$ cat src/sv/sdw_pkg.sv
// Shared types and constants for the sensor data watchdog.
`default_nettype none

package sdw_pkg;

    localparam int TIME_BITS_DEF = 48;
    localparam int CMD_W         = 2;
    localparam int CNT_W         = 8;
    localparam int THR_W         = 8;
    localparam int TMO_MS_W      = 16;
    localparam int CFG_IDX_W     = 2;
    localparam int CFG_DATA_W    = 16;
    // 65535 ms * 1000 fits in 26 bits
    localparam int TMO_US_W      = 26;

    localparam logic [TMO_US_W-1:0] MS_TO_US       = TMO_US_W'(1000);
    localparam logic [TMO_US_W-1:0] TMO_MIN_US     = TMO_US_W'(1000);
    localparam logic [TMO_US_W-1:0] TMO_RESET_US   = TMO_US_W'(500000);
    localparam logic [THR_W-1:0]    THR_RESET      = THR_W'(5);
    localparam logic [CNT_W-1:0]    CNT_MAX        = {CNT_W{1'b1}};

    typedef enum logic [CMD_W-1:0] {
        CMD_CHECK = 2'd0,
        CMD_PET   = 2'd1,
        CMD_STATE = 2'd2,
        CMD_FAIL  = 2'd3
    } cmd_t;

    typedef enum logic [CFG_IDX_W-1:0] {
        CFG_COMM_FAIL_THR = 2'd0,
        CFG_MISS_THR      = 2'd1,
        CFG_TIMEOUT_MS    = 2'd2
    } cfg_idx_t;

    typedef struct packed {
        logic             monitor_enable;
        logic [CNT_W-1:0] miss_count;
        logic [CNT_W-1:0] fail_count;
    } cnt_state_t;

    typedef struct packed {
        logic             hard_fault;
        logic             comm_threshold_hit;
        logic             monitoring_on;
        logic [CNT_W-1:0] miss_count;
        logic [CNT_W-1:0] fail_count;
    } result_t;

endpackage

`default_nettype wire

$ cat src/sv/sdw_step.sv
// Per-transaction state update of the watchdog: timeout compare and counters.
`default_nettype none

module sdw_step #(
    parameter int TIME_BITS = sdw_pkg::TIME_BITS_DEF
) (
    input  wire logic [sdw_pkg::CMD_W-1:0]    cmd,
    input  wire logic [TIME_BITS-1:0]         now,
    input  wire logic                         oper,
    input  wire logic [TIME_BITS-1:0]         last_pet,
    input  wire sdw_pkg::cnt_state_t          state,
    input  wire logic [sdw_pkg::THR_W-1:0]    miss_thr,
    input  wire logic [sdw_pkg::THR_W-1:0]    fail_thr,
    input  wire logic [sdw_pkg::TMO_US_W-1:0] tmo_limit_us,
    output logic      [TIME_BITS-1:0]         last_pet_next,
    output sdw_pkg::cnt_state_t               state_next,
    output sdw_pkg::result_t                  result
);
    import sdw_pkg::*;

    logic [TIME_BITS-1:0] elapsed;
    logic                 overdue;
    logic [CNT_W-1:0]     miss_bump;
    logic [CNT_W-1:0]     fail_bump;
    logic [THR_W-1:0]     miss_thr_eff;
    logic [THR_W-1:0]     fail_thr_eff;
    logic                 hard;
    logic                 hit;

    // wraps modulo 2^TIME_BITS
    assign elapsed      = now - last_pet;
    assign overdue      = elapsed > TIME_BITS'(tmo_limit_us);
    assign miss_bump    = (state.miss_count == CNT_MAX) ? CNT_MAX
                                                        : state.miss_count + CNT_W'(1);
    assign fail_bump    = (state.fail_count == CNT_MAX) ? CNT_MAX
                                                        : state.fail_count + CNT_W'(1);
    assign miss_thr_eff = (miss_thr == '0) ? THR_W'(1) : miss_thr;
    assign fail_thr_eff = (fail_thr == '0) ? THR_W'(1) : fail_thr;

    always_comb
    begin
        state_next    = state;
        last_pet_next = last_pet;
        hard          = 1'b0;
        hit           = 1'b0;
        unique case (cmd_t'(cmd))
            CMD_CHECK:
            begin
                if (state.monitor_enable && overdue)
                begin
                    if (miss_bump >= miss_thr_eff)
                    begin
                        state_next.miss_count = '0;
                        hard                  = 1'b1;
                    end
                    else
                    begin
                        state_next.miss_count = miss_bump;
                    end
                end
            end
            CMD_PET:
            begin
                last_pet_next         = now;
                state_next.miss_count = '0;
                state_next.fail_count = '0;
            end
            CMD_STATE:
            begin
                last_pet_next             = now;
                state_next.monitor_enable = oper;
                state_next.miss_count     = '0;
                state_next.fail_count     = '0;
            end
            CMD_FAIL:
            begin
                // flag stays up on every further failure until cleared
                state_next.fail_count = fail_bump;
                hit                   = fail_bump >= fail_thr_eff;
            end
            default:
            begin
                state_next = state;
            end
        endcase
    end

    assign result.hard_fault         = hard;
    assign result.comm_threshold_hit = hit;
    assign result.monitoring_on      = state_next.monitor_enable;
    assign result.miss_count         = state_next.miss_count;
    assign result.fail_count         = state_next.fail_count;

endmodule

`default_nettype wire

$ cat src/sv/sensor_data_watchdog.sv
// Sensor data watchdog top level: input register, state update, result register.
// An accepted transaction's result is registered; a result stall can hold it back.
// Throughput: one transaction per cycle while the result is not stalled.
// The input stalls only while both registers hold a transaction and the result is stalled.
// Reset clears the counters, the last pet time and monitoring; thresholds return
// to 5 and the timeout to 500 ms. No clearing pass is needed.
`default_nettype none

module sensor_data_watchdog #(
    parameter int TIME_BITS = sdw_pkg::TIME_BITS_DEF
) (
    input  wire logic                           clk,
    input  wire logic                           rst_n,
    input  wire logic                           cfg_we,
    input  wire logic [sdw_pkg::CFG_IDX_W-1:0]  cfg_index,
    input  wire logic [sdw_pkg::CFG_DATA_W-1:0] cfg_wdata,
    input  wire logic                           item_valid,
    output logic                                item_stall,
    input  wire logic [sdw_pkg::CMD_W-1:0]      command,
    input  wire logic [TIME_BITS-1:0]           now_us,
    input  wire logic                           operational,
    output logic                                result_valid,
    input  wire logic                           result_stall,
    output logic                                hard_fault,
    output logic                                comm_threshold_hit,
    output logic                                monitoring_on,
    output logic      [sdw_pkg::CNT_W-1:0]      miss_count_out,
    output logic      [sdw_pkg::CNT_W-1:0]      fail_count_out
);
    import sdw_pkg::*;

    // configuration
    logic [THR_W-1:0]     comm_fail_thr_reg;
    logic [THR_W-1:0]     miss_thr_reg;
    logic [TMO_US_W-1:0]  tmo_us_reg;
    logic [TMO_US_W-1:0]  tmo_us_next;

    // input stage
    logic                 item_valid_reg;
    logic [CMD_W-1:0]     cmd_reg;
    logic [TIME_BITS-1:0] now_reg;
    logic                 oper_reg;

    // watchdog state
    logic [TIME_BITS-1:0] last_pet_reg;
    logic [TIME_BITS-1:0] last_pet_next;
    cnt_state_t           cnt_reg;
    cnt_state_t           cnt_next;

    // result stage
    logic                 result_valid_reg;
    result_t              result_reg;
    result_t              result_next;

    logic                 res_ready;
    logic                 item_take;
    logic                 step_fire;

    assign res_ready  = !result_valid_reg || !result_stall;
    assign item_stall = item_valid_reg && !res_ready;
    assign item_take  = item_valid && !item_stall;
    assign step_fire  = item_valid_reg && res_ready;

    // timeout converted to microseconds once, at write time
    always_comb
    begin
        tmo_us_next = TMO_US_W'(cfg_wdata) * MS_TO_US;
        if (tmo_us_next < TMO_MIN_US)
        begin
            tmo_us_next = TMO_MIN_US;
        end
    end

    always_ff @(posedge clk or negedge rst_n)
    begin
        if (!rst_n)
        begin
            comm_fail_thr_reg <= THR_RESET;
            miss_thr_reg      <= THR_RESET;
            tmo_us_reg        <= TMO_RESET_US;
        end
        else if (cfg_we)
        begin
            unique case (cfg_index)
                CFG_COMM_FAIL_THR: comm_fail_thr_reg <= cfg_wdata[THR_W-1:0];
                CFG_MISS_THR:      miss_thr_reg      <= cfg_wdata[THR_W-1:0];
                CFG_TIMEOUT_MS:    tmo_us_reg        <= tmo_us_next;
                default:           ;  // drop writes beyond the register list
            endcase
        end
    end

    always_ff @(posedge clk or negedge rst_n)
    begin
        if (!rst_n)
        begin
            item_valid_reg <= 1'b0;
        end
        else if (item_take)
        begin
            item_valid_reg <= 1'b1;
        end
        else if (step_fire)
        begin
            item_valid_reg <= 1'b0;
        end
    end

    always_ff @(posedge clk)
    begin
        if (item_take)
        begin
            cmd_reg  <= command;
            now_reg  <= now_us;
            oper_reg <= operational;
        end
    end

    sdw_step #(
        .TIME_BITS (TIME_BITS)
    ) u_step (
        .cmd           (cmd_reg),
        .now           (now_reg),
        .oper          (oper_reg),
        .last_pet      (last_pet_reg),
        .state         (cnt_reg),
        .miss_thr      (miss_thr_reg),
        .fail_thr      (comm_fail_thr_reg),
        .tmo_limit_us  (tmo_us_reg),
        .last_pet_next (last_pet_next),
        .state_next    (cnt_next),
        .result        (result_next)
    );

    always_ff @(posedge clk or negedge rst_n)
    begin
        if (!rst_n)
        begin
            last_pet_reg <= '0;
            cnt_reg      <= '0;
        end
        else if (step_fire)
        begin
            last_pet_reg <= last_pet_next;
            cnt_reg      <= cnt_next;
        end
    end

    always_ff @(posedge clk or negedge rst_n)
    begin
        if (!rst_n)
        begin
            result_valid_reg <= 1'b0;
        end
        else if (res_ready)
        begin
            result_valid_reg <= item_valid_reg;
        end
    end

    always_ff @(posedge clk)
    begin
        if (step_fire)
        begin
            result_reg <= result_next;
        end
    end

    assign result_valid       = result_valid_reg;
    assign hard_fault         = result_reg.hard_fault;
    assign comm_threshold_hit = result_reg.comm_threshold_hit;
    assign monitoring_on      = result_reg.monitoring_on;
    assign miss_count_out     = result_reg.miss_count;
    assign fail_count_out     = result_reg.fail_count;

    // a hard fault clears the miss count and only happens while monitoring
    a_fault_clears_miss: assert property (@(posedge clk) disable iff (!rst_n)
        result_valid_reg && result_reg.hard_fault
            |-> result_reg.monitoring_on && (result_reg.miss_count == '0))
        else $error("hard fault without monitoring or with a live miss count");

    a_hit_needs_failures: assert property (@(posedge clk) disable iff (!rst_n)
        result_valid_reg && result_reg.comm_threshold_hit
            |-> (result_reg.fail_count != '0) && !result_reg.hard_fault)
        else $error("failure flag with an empty failure count");

    // a blocked input stage keeps its transaction
    a_input_hold: assert property (@(posedge clk) disable iff (!rst_n)
        item_valid_reg && !res_ready |=> item_valid_reg)
        else $error("input stage dropped a stalled transaction");

    a_result_matches_state: assert property (@(posedge clk) disable iff (!rst_n)
        step_fire |=> result_valid_reg && (result_reg.miss_count == cnt_reg.miss_count)
            && (result_reg.fail_count == cnt_reg.fail_count))
        else $error("result does not match the updated counters");

    a_timeout_floor: assert property (@(posedge clk) disable iff (!rst_n)
        tmo_us_reg >= TMO_MIN_US)
        else $error("timeout below its minimum");

endmodule

`default_nettype wire

$ cat config.mk
export PLATFORM = sky130hd
export DESIGN_NAME = sensor_data_watchdog
export DESIGN_NICKNAME = d
export VERILOG_FILES = /design/src/sv/sdw_pkg.sv /design/src/sv/sdw_step.sv /design/src/sv/sensor_data_watchdog.sv
export SDC_FILE = /design/constraint.sdc
export NUM_CORES = 1
export LEC_CHECK = 0
export BUFFER_PORTS_ARGS = -buffer_cell sky130_fd_sc_hd__buf_2
export CORE_MARGIN = 8
export CORE_UTILIZATION = 35
export CTS_CLUSTER_DIAMETER = 30
export DETAILED_ROUTE_END_ITERATION = 8
export MAX_ROUTING_LAYER = met4
export PLACE_DENSITY = 0.51
export SKIP_CTS_REPAIR_TIMING = 1
export SLEW_MARGIN = 10
export SYNTH_ARGS = -nofsm -noshare
export SYNTH_HDL_FRONTEND = slang
export SYNTH_SLANG_ARGS = --single-unit
$ cat constraint.sdc
create_clock -name clk -period 9.3 [get_ports clk]
set_input_delay 1.395 -clock clk [delete_from_list [all_inputs] [get_ports clk]]
set_output_delay 1.395 -clock clk [all_outputs]
set_load 0.01 [all_outputs]
==> results.py, run 1 <==
metrics = {
    "run_status": {
        "status": "finished clean",
    },
    "place": {
        "placed_cell_area_mm2": 0.0147,
        "dp_hpwl_mm": 27.0,
        "gp_congestion": 0.886,
        "pre_cts_slack_ns": 2.16,
        "port_buffers": 94,
    },
    "power_and_ir_drop": {
        "leakagePower_nw": 7.00,
        "p_int_mw": 2.30,
        "ir_drop_mv": 0.127,
        "switchingPower_mw": 1.70,
        "pwr-share-clk_pct": 18.0,
        "switching_share_pct": 42.5,
        "pwr-share-comb_pct": 55.8,
        "seq_power_share_pct": 26.2,
        "cellPowerDensity_mw_per_mm2": 261,
    },
    "synth": {
        "ys_warn_count": 0,
        "ys_seq_area_share_pct": 34.7,
        "ys_top_cells_by_count": "184 x inv_1, 150 x nand2_1, 144 x ha_1",
        "synth_top_area_share_pct": 17.3,
        "syn_avg_cell_area_um2": 9.55,
        "netlist_instances": 1440,
        "synthTopCellsByArea": "dfrtp_1 17%, edfxtp_1 15%, ha_1 13%, fa_1 8.0%, inv_1 5.0%",
        "ys_seq_elements": 176,
        "synth_most_common_cell": "inv_1",
        "netlist_area_mm2": 0.0138,
        "async_reset_ff_share_pct": 60.2,
        "syn-num-nets": 1713,
        "synth_ff_type": "dfrtp_1",
        "yosysTopAreaCell": "dfrtp_1",
        "synth-edff-count": 70,
        "ys_types": 74,
    },
    "global_route": {
        "grt_pass1_vias": 10800,
        "grt_pass1_wl_mm": 56.7,
        "grt_max_degree": 61,
        "antenna_found_initial": 1,
        "track_usage_pct": 15.4,
        "grt.overflow.total": 0,
    },
    "sta": {
        "setup_ws_ns": 2.63,
        "max_freq_ghz": 0.150,
        "rsz0062_at_grt": "no",
        "tightest_slew_ns": 0.785,
        "setup_viol": 0,
        "fin_crit_sh_pct": 71.7,
        "fin_worst_hold_slack_ns": 0.489,
        "slew_viol_final": 0,
        "slew_headroom_pct": 47.7,
        "hold_violations": 0,
        "tns_ns": 0,
        "fin_skew_ns": 0.00855,
        "fin_crit_ns": 6.67,
    },
    "critical_path": {
        "critPathRequiredTime_ns": 9.62,
        "cp-end-kind": "register",
        "path_max_fanout": 7,
        "start_kind": "primary input",
        "crit_arrival_ns": 6.99,
        "critPathKind": "primary input to register",
    },
    "clocking": {
        "numClockSinks": 176,
        "root_buffer": "clkbuf_16",
        "cts.htree.levels": 4,
        "cts_made_buffers": 17,
        "insertion_delay_ns": 0.44,
        "cts_buffer_depth": 2,
        "cts_tree": "yes",
        "clkTransAtPathRegs_ns": 0.06,
    },
    "floorplan": {
        "initial_utilization_pct": 35.5,
        "rows": 72,
        "coreArea_mm2": 0.0387,
        "fp.dieW_um": 214,
        "ios": 95,
        "fp.dieArea_mm2": 0.0459,
        "die_h_um": 214,
    },
    "routing": {
        "vias_per_cell": 5.08,
        "detail_route.wirelength_mm": 33.9,
        "drt_iter0_markers": 553,
        "vias": 10400,
        "firstDrtPassIters": 6,
        "drc": 0,
        "avgRoutedWirePerCell_um": 16.6,
        "drt.antenna.violating_nets": 0,
    },
    "hold_path": {
        "hp-class": "register to register",
    },
    "finish": {
        "nNetsFinal": 1784,
        "post-route-util_pct": 39.5,
        "drive_above_1_share_pct": 13.8,
        "area_growth_pct": 11.2,
        "n_fill_cell": 3937,
        "finalInstanceArea_mm2": 0.0153,
    },
    "flow_run": {
        "cap_viol_max_count": 0,
    },
}
cells by family after synthesis:
group           count (synthesis)  share of synthesized area (%)
fa+ha+maj                     199                           21.1
xor+xnor                       55                           3.50
mux                            62                           5.00
flops                         176                           34.7
buf+inv                       233                           6.53
compound gates                336                           16.1
simple gates                  379                           13.1
final cells by class:
cell class,count,area (um^2),area share (%)
antenna,1,2.50,0.0164
clock buffer,19,433,2.83
clock inverter,13,145,0.949
inverter,185,694,4.54
multi-input combinational,1031,8090,52.9
sequential,176,4770,31.2
tap,518,648,4.24
timing repair buffer,100,518,3.39
layout by cell type (no fill, tap or decap), types with 5 or more instances in the layout:
master / Yosys / layout
inv_1: 184 / 184
nand2_1: 150 / 149
ha_1: 144 / 144
dfrtp_1: 95 / 95
a21oi_1: 93 / 93
buf_2: 13 / 93
o21ai_0: 72 / 72
edfxtp_1: 70 / 70
nor2_1: 68 / 68
fa_1: 55 / 55
mux2_2: 54 / 54
nand3_1: 33 / 33
xnor2_1: 31 / 31
nand4_1: 28 / 28
a21o_1: 26 / 26
xor2_1: 24 / 24
nor3_1: 24 / 24
o211ai_1: 17 / 17
clkbuf_16: 0 / 17
nand2b_1: 13 / 13
a211oi_1: 13 / 13
o21ai_1: 13 / 13
and2_1: 13 / 12
o21a_1: 12 / 12
o21bai_1: 11 / 11
dfstp_2: 11 / 11
a22o_1: 9 / 9
nor2b_1: 8 / 8
nor4_1: 8 / 8
a31oi_1: 8 / 8
mux2i_1: 8 / 8
a32o_1: 8 / 8
and3_1: 7 / 7
buf_4: 0 / 7
or2_2: 5 / 5
o2111ai_1: 5 / 5
a31o_1: 5 / 5
o31ai_1: 5 / 5
clkinv_1: 1 / 5
power by group through the flow:
| stage | Combinational, mW | Sequential, mW | Clock, mW |
|---|---|---|---|
| after floorplan | 1.71 | 1.04 | 0 |
| after global routing | 2.55 | 1.06 | 0.775 |
| after CTS | 2.25 | 1.05 | 0.749 |
| after global placement | 2.21 | 1.06 | 0 |
| final | 2.23 | 1.05 | 0.720 |
| after detailed placement | 2.24 | 1.06 | 0 |
critical path: stages:
cell	delay, ns
buf_2	0.13
inv_1	0.24
fa_1	0.50
fa_1	0.55
fa_1	0.44
fa_1	0.51
inv_1	0.04
ha_1	0.37
a21o_1	0.25
a221oi_1	0.32
nor2_1	0.09
a2111oi_0	0.57
o21bai_1	0.22
a31oi_1	0.25
xor2_1	0.20
nand2_1	0.07
nor4b_1	0.26
nand4_1	0.33
and2_1	0.25
layer usage:
metal	GRT usage [%]	part of all wire (%)	vias up
li1	-	-	5213
met1	20.4	49	5013
met2	25.1	47	143
met3	1.99	2.5	18
met4	3.45	1.1	0
met5	-	0	-
path summary, 6_finish.rpt:
| check | end | slack [ns] | cells past startpoint | from |
|---|---|---|---|---|
| setup / recovery | tmo_us_reg[4]$_DFFE_PN0P_ | 2.63 | 19 | cfg_wdata[5] |
| hold / removal | miss_thr_reg[1]$_DFFE_PN0P_ | 0.49 | 2 | miss_thr_reg[1]$_DFFE_PN0P_ |
| setup reg to reg | miss_count_out[6]$_DFFE_PP_ | 3.30 | 20 | last_pet_reg[0]$_DFFE_PN0P_ |
| hold reg to reg | miss_thr_reg[1]$_DFFE_PN0P_ | 0.49 | 2 | miss_thr_reg[1]$_DFFE_PN0P_ |
| max in group asynchronous | last_pet_reg[5]$_DFFE_PN0P_ | 7.05 | 2 | rst_n |
| min in group asynchronous | cnt_reg[7]$_DFFE_PN0P_ | 0.98 | 1 | rst_n |
stage by stage:
stage | power [mW] | instances
6_report | 4.00 | 2043
5_1_grt | 4.39 | 2042
4_1_cts | 4.05 | 2042
3_5_place_dp | 3.30 | 2010
3_3_place_gp | 3.27 | 2010
2_1_floorplan | 2.75 | 1440
Power figures use the tool's default switching activity.
==> inputs of run 2 (changes only) <==
- clock period: 9.3 -> 6.65 ns (I/O delays scaled with it)
==> results.py, run 2 (same netlist as run 1, synthesis figures left out) <==
metrics = {
    "routing": {
        "firstDrtPassIters": 5,
        "drt.antenna.violating_nets": 0,
        "avgRoutedWirePerCell_um": 16.7,
        "drt_iter0_markers": 540,
        "vias_per_cell": 5.16,
        "detail_route.wirelength_mm": 34.1,
        "vias": 10600,
        "drc": 0,
    },
    "power_and_ir_drop": {
        "ir_drop_mv": 0.157,
        "power_mw": 5.77,
        "leakagePower_nw": 7.07,
        "cellPowerDensity_mw_per_mm2": 374,
    },
    "clocking": {
        "cts.htree.levels": 4,
        "cts_buffer_depth": 2,
        "cts_tree": "yes",
        "cts_made_buffers": 17,
        "numClockSinks": 176,
        "root_buffer": "clkbuf_16",
        "insertion_delay_ns": 0.44,
        "clkTransAtPathRegs_ns": 0.07,
    },
    "finish": {
        "post-route-util_pct": 39.8,
        "antenna_cells": 0,
        "area_growth_pct": 12.1,
        "nNetsFinal": 1789,
        "drive_above_1_share_pct": 14.5,
        "final_cell_mix": "184 x inv_1, 149 x nand2_1, 144 x ha_1, 95 x dfrtp_1",
        "mostFrequentLayoutCell": "inv_1",
    },
    "global_route": {
        "grt_pass1_vias": 10900,
        "antenna_found_initial": 0,
        "track_usage_pct": 15.7,
        "grt_pass1_wl_mm": 57.4,
        "grt.overflow.total": 0,
        "grt_max_degree": 61,
    },
    "critical_path": {
        "cp-end-kind": "register",
        "rrSetupSlack_ns": 0.68,
        "start_kind": "register",
        "critPathRequiredTime_ns": 6.84,
        "r2r_cells": 20,
        "critPathKind": "register to register",
        "path_max_fanout": 13,
        "r2r-end": "miss_count_out[6]$_DFFE_PP_",
        "r2r_start": "last_pet_reg[0]$_DFFE_PN0P_",
        "crit_arrival_ns": 6.16,
    },
    "sta": {
        "fin_crit_ns": 5.97,
        "slew_viol_final": 0,
        "slew_headroom_pct": 48.6,
        "rsz0062_at_grt": "no",
        "fin_worst_hold_slack_ns": 0.486,
        "fin_crit_sh_pct": 89.8,
        "tns_ns": 0,
        "max_freq_ghz": 0.167,
        "hold_violations": 0,
        "fin_skew_ns": 0.00908,
        "tightest_slew_ns": 0.772,
        "setup_viol": 0,
    },
    "floorplan": {
        "initial_utilization_pct": 35.5,
        "fp.dieArea_mm2": 0.0459,
        "coreArea_mm2": 0.0387,
        "rows": 72,
        "ios": 95,
        "fp.dieW_um": 214,
        "die_h_um": 214,
    },
    "hold_path": {
        "hp-class": "register to register",
        "worstHoldPathCells": 2,
        "min_to": "miss_thr_reg[1]$_DFFE_PN0P_",
        "holdCritStartpoint": "miss_thr_reg[1]$_DFFE_PN0P_",
    },
    "flow_run": {
        "cap_viol_max_count": 0,
    },
    "place": {
        "gp_congestion": 0.883,
        "dp_hpwl_mm": 27.1,
        "port_buffers": 94,
    },
    "run_status": {
        "status": "finished clean",
    },
}
## run 2: changes by cell type in the layout (fill, tap and decap cells not counted), moves of 2 or more
| cell | previous run | this run |
|---|---|---|
| buf_4 | 7 | 12 |
| bufinv_16 | 3 | 6 |
| clkbuf_1 | 2 | 0 |
| clkinv_1 | 5 | 2 |
## run 2: how the worst max path moves through the flow
stage / slack [ns] / start / cells after the start / to
6_report: 0.68 / last_pet_reg[0]$_DFFE_PN0P_ / 20 / miss_count_out[6]$_DFFE_PP_
5_1_grt: 0.37 / cfg_wdata[5] / 21 / tmo_us_reg[4]$_DFFE_PN0P_
4_1_cts: 0.76 / last_pet_reg[0]$_DFFE_PN0P_ / 20 / miss_count_out[6]$_DFFE_PP_
3_5_place_dp: 0.33 / cfg_wdata[5] / 21 / tmo_us_reg[4]$_DFFE_PN0P_
3_3_place_gp: 0.35 / cfg_wdata[5] / 21 / tmo_us_reg[4]$_DFFE_PN0P_
2_1_floorplan: 0.70 / cfg_wdata[5] / 18 / tmo_us_reg[4]$_DFFE_PN0P_
## run 2: power by group
group | switching (mW) | total, mW | internal, mW
registers | 0.114 | 1.46 | 1.35
clock network | 0.444 | 1.15 | 0.703
logic | 1.85 | 3.15 | 1.30
## run 2: layout make-up
cell class	count	area (um^2)
Fill cell	3914	23300
Clock inverter	15	240
Clock buffer	17	425
Timing Repair Buffer	105	556
Tap cell	518	648
Inverter	185	694
Sequential cell	176	4770
Multi-Input combinational cell	1031	8090
## run 2: stage by stage
step / setup slack (ns) / cells / cell area (um^2)
after floorplan: 0.698 / 1440 / 13800
after global placement: 0.354 / 2015 / 14800
after detailed placement: 0.334 / 2015 / 14800
after CTS: 0.760 / 2047 / 15400
after global routing: 0.370 / 2047 / 15400
final: 0.679 / 2047 / 15400
## run 2: critical path, stage by stage (launching register included)
cell and delay, ns:
dfrtp_1 0.38, ha_1 0.21, fa_1 0.41, nor2b_1 0.16
o2111ai_1 0.17, a211o_1 0.37, o211a_1 0.31, o21ai_1 0.36
xor2_1 0.27, ha_1 0.30, and3_1 0.19, a221o_1 0.35
a21oi_1 0.16, o21ai_0 0.11, o2111ai_1 0.14, o2111ai_1 0.17
a211oi_1 0.28, nand4b_1 0.11, or4_1 0.68, and2_4 0.31
a32o_1 0.25
## run 2: routing by layer
layer / GRT usage, % / wire [um] / part of all wire (%)
met5: - / 0 / 0
met4: 3.61 / 329 / 0.96
met3: 2.28 / 909 / 2.7
met2: 25.6 / 16500 / 48
met1: 20.4 / 16400 / 48
==> inputs of run 3 (changes only) <==
- BUFFER_PORTS_ARGS: -buffer_cell sky130_fd_sc_hd__buf_2 -> not set
- DONT_BUFFER_PORTS: not set -> 1
- PLACE_DENSITY: 0.51 -> 0.49
==> results.py, run 3 (same netlist as run 1, synthesis figures left out) <==
metrics = {
    "place": {
        "placed_cell_area_mm2": 0.0143,
        "pre_cts_slack_ns": 0.207,
        "dp_hpwl_mm": 27.1,
        "gp_congestion": 0.879,
        "port_buffers": 0,
    },
    "routing": {
        "drt.antenna.violating_nets": 0,
        "vias": 10200,
        "vias_per_cell": 5.22,
        "drt_iter0_markers": 575,
        "drc": 0,
        "firstDrtPassIters": 5,
        "avgRoutedWirePerCell_um": 17.7,
        "detail_route.wirelength_mm": 34.6,
    },
    "floorplan": {
        "fp.dieArea_mm2": 0.0459,
        "die_h_um": 214,
        "fp.dieW_um": 214,
        "rows": 72,
        "coreArea_mm2": 0.0387,
        "initial_utilization_pct": 35.5,
        "ios": 95,
    },
    "hold_path": {
        "hp-class": "primary input to asynchronous set/reset pin",
    },
    "clocking": {
        "numClockSinks": 176,
        "cts_made_buffers": 17,
        "insertion_delay_ns": 0.45,
        "cts_buffer_depth": 2,
        "cts_tree": "yes",
        "root_buffer": "clkbuf_16",
        "cts.htree.levels": 4,
        "clkTransAtPathRegs_ns": 0.07,
    },
    "sta": {
        "tightest_slew_ns": 0.733,
        "setup_viol": 0,
        "setup_ws_ns": 0.640,
        "fin_crit_sh_pct": 90.4,
        "fin_worst_hold_slack_ns": 0.269,
        "slew_headroom_pct": 51.1,
        "fin_skew_ns": 0.0125,
        "fin_crit_ns": 6.01,
        "hold_violations": 0,
        "rsz0062_at_grt": "no",
        "max_freq_ghz": 0.166,
        "slew_viol_final": 0,
        "tns_ns": 0,
    },
    "finish": {
        "drive_above_1_share_pct": 8.53,
        "antenna_cells": 0,
        "nNetsFinal": 1691,
        "mostFrequentLayoutCell": "inv_1",
        "finalInstanceArea_mm2": 0.0148,
        "final_cell_mix": "184 x inv_1, 149 x nand2_1, 144 x ha_1, 95 x dfrtp_1, 93 x a21oi_1",
        "area_growth_pct": 7.70,
    },
    "global_route": {
        "track_usage_pct": 15.8,
        "antenna_found_initial": 2,
        "grt.overflow.total": 0,
        "grt_pass1_vias": 10600,
        "grt_max_degree": 107,
        "grt_pass1_wl_mm": 57.2,
    },
    "critical_path": {
        "r2r-end": "miss_count_out[6]$_DFFE_PP_",
        "endpoint": "miss_count_out[6]$_DFFE_PP_",
        "rrSetupSlack_ns": 0.64,
        "r2r_start": "now_reg[0]$_DFFE_PP_",
        "r2r_cells": 21,
        "critPathRequiredTime_ns": 6.84,
        "crit_arrival_ns": 6.20,
        "cp-end-kind": "register",
        "start_kind": "register",
        "cp-startpoint": "now_reg[0]$_DFFE_PP_",
        "critPathKind": "register to register",
        "path_max_fanout": 13,
    },
    "flow_run": {
        "cap_viol_max_count": 0,
    },
    "power_and_ir_drop": {
        "cellPowerDensity_mw_per_mm2": 375,
        "ir_drop_mv": 0.150,
        "leakagePower_nw": 6.62,
    },
    "run_status": {
        "status": "finished clean",
    },
}
## run 3: changes by cell type in the layout (fill, tap and decap cells not counted), sizes merged
| cell | change |
|---|---|
| clkinvlp | +1 |
| buf | -98 |
| clkbuf | +3 |
| inv | +1 |
| bufinv | -5 |
## run 3: how the worst min path moves through the flow
stage,start,to,slack [ns],depth (start not counted)
floorplan,miss_thr_reg[1]$_DFFE_PN0P_,miss_thr_reg[1]$_DFFE_PN0P_,0.45,2
global placement,last_pet_reg[0]$_DFFE_PN0P_,last_pet_reg[0]$_DFFE_PN0P_,0.47,2
detailed placement,last_pet_reg[0]$_DFFE_PN0P_,last_pet_reg[0]$_DFFE_PN0P_,0.48,2
CTS,rst_n,last_pet_reg[34]$_DFFE_PN0P_,0.23,0
global route,rst_n,cnt_reg[5]$_DFFE_PN0P_,0.23,0
finish,rst_n,cnt_reg[0]$_DFFE_PN0P_,0.27,0
## run 3: report_power, final
part	internal (mW)	switching, mW	total (mW)
combinational	1.27	1.83	3.10
clock	0.528	0.460	0.988
sequential	1.35	0.123	1.47
total	3.14	2.42	5.56
## run 3: metrics by stage
stage               std cells  power (mW)  utilization (%)
global route             1949        6.10             38.2
floorplan                1440        3.84                -
global placement         1917        4.57             36.8
detailed placement       1917        4.60             36.8
CTS                      1949        5.63             38.2
finish                   1949        5.56             38.2
## run 3: layer usage
metal	global-route usage (%)	vias up	routed length [um]
li1	-	5004	-
met1	20.8	4955	16700
met2	24.6	174	16100
met3	2.92	44	1170
met4	4.52	0	670
met5	-	-	0
## run 3: area by class of cell
class                           count  area (um^2)
Inverter                          185          694
Fill cell                        3924        23900
Timing Repair Buffer                7         52.6
Clock inverter                     12          111
Clock buffer                       20          447
Multi-Input combinational cell   1031         8090
Sequential cell                   176         4770
Tap cell                          518          648
## run 3: critical path, cell delays in order, from the launching register on
cell and delay [ns]:
edfxtp_1 0.32, inv_1 0.05, ha_1 0.21, fa_1 0.41, nor2b_1 0.20, o2111ai_1 0.17, a211o_1 0.35, o211a_1 0.30
o21ai_1 0.36, xor2_1 0.18, ha_1 0.35, nand3_1 0.10, nor3_1 0.30, nand3_1 0.15, o21a_1 0.16, a221oi_1 0.28
o2111ai_1 0.17, a211oi_1 0.36, nand4b_1 0.12, or4_1 0.67, and2_4 0.31, a32o_1 0.24
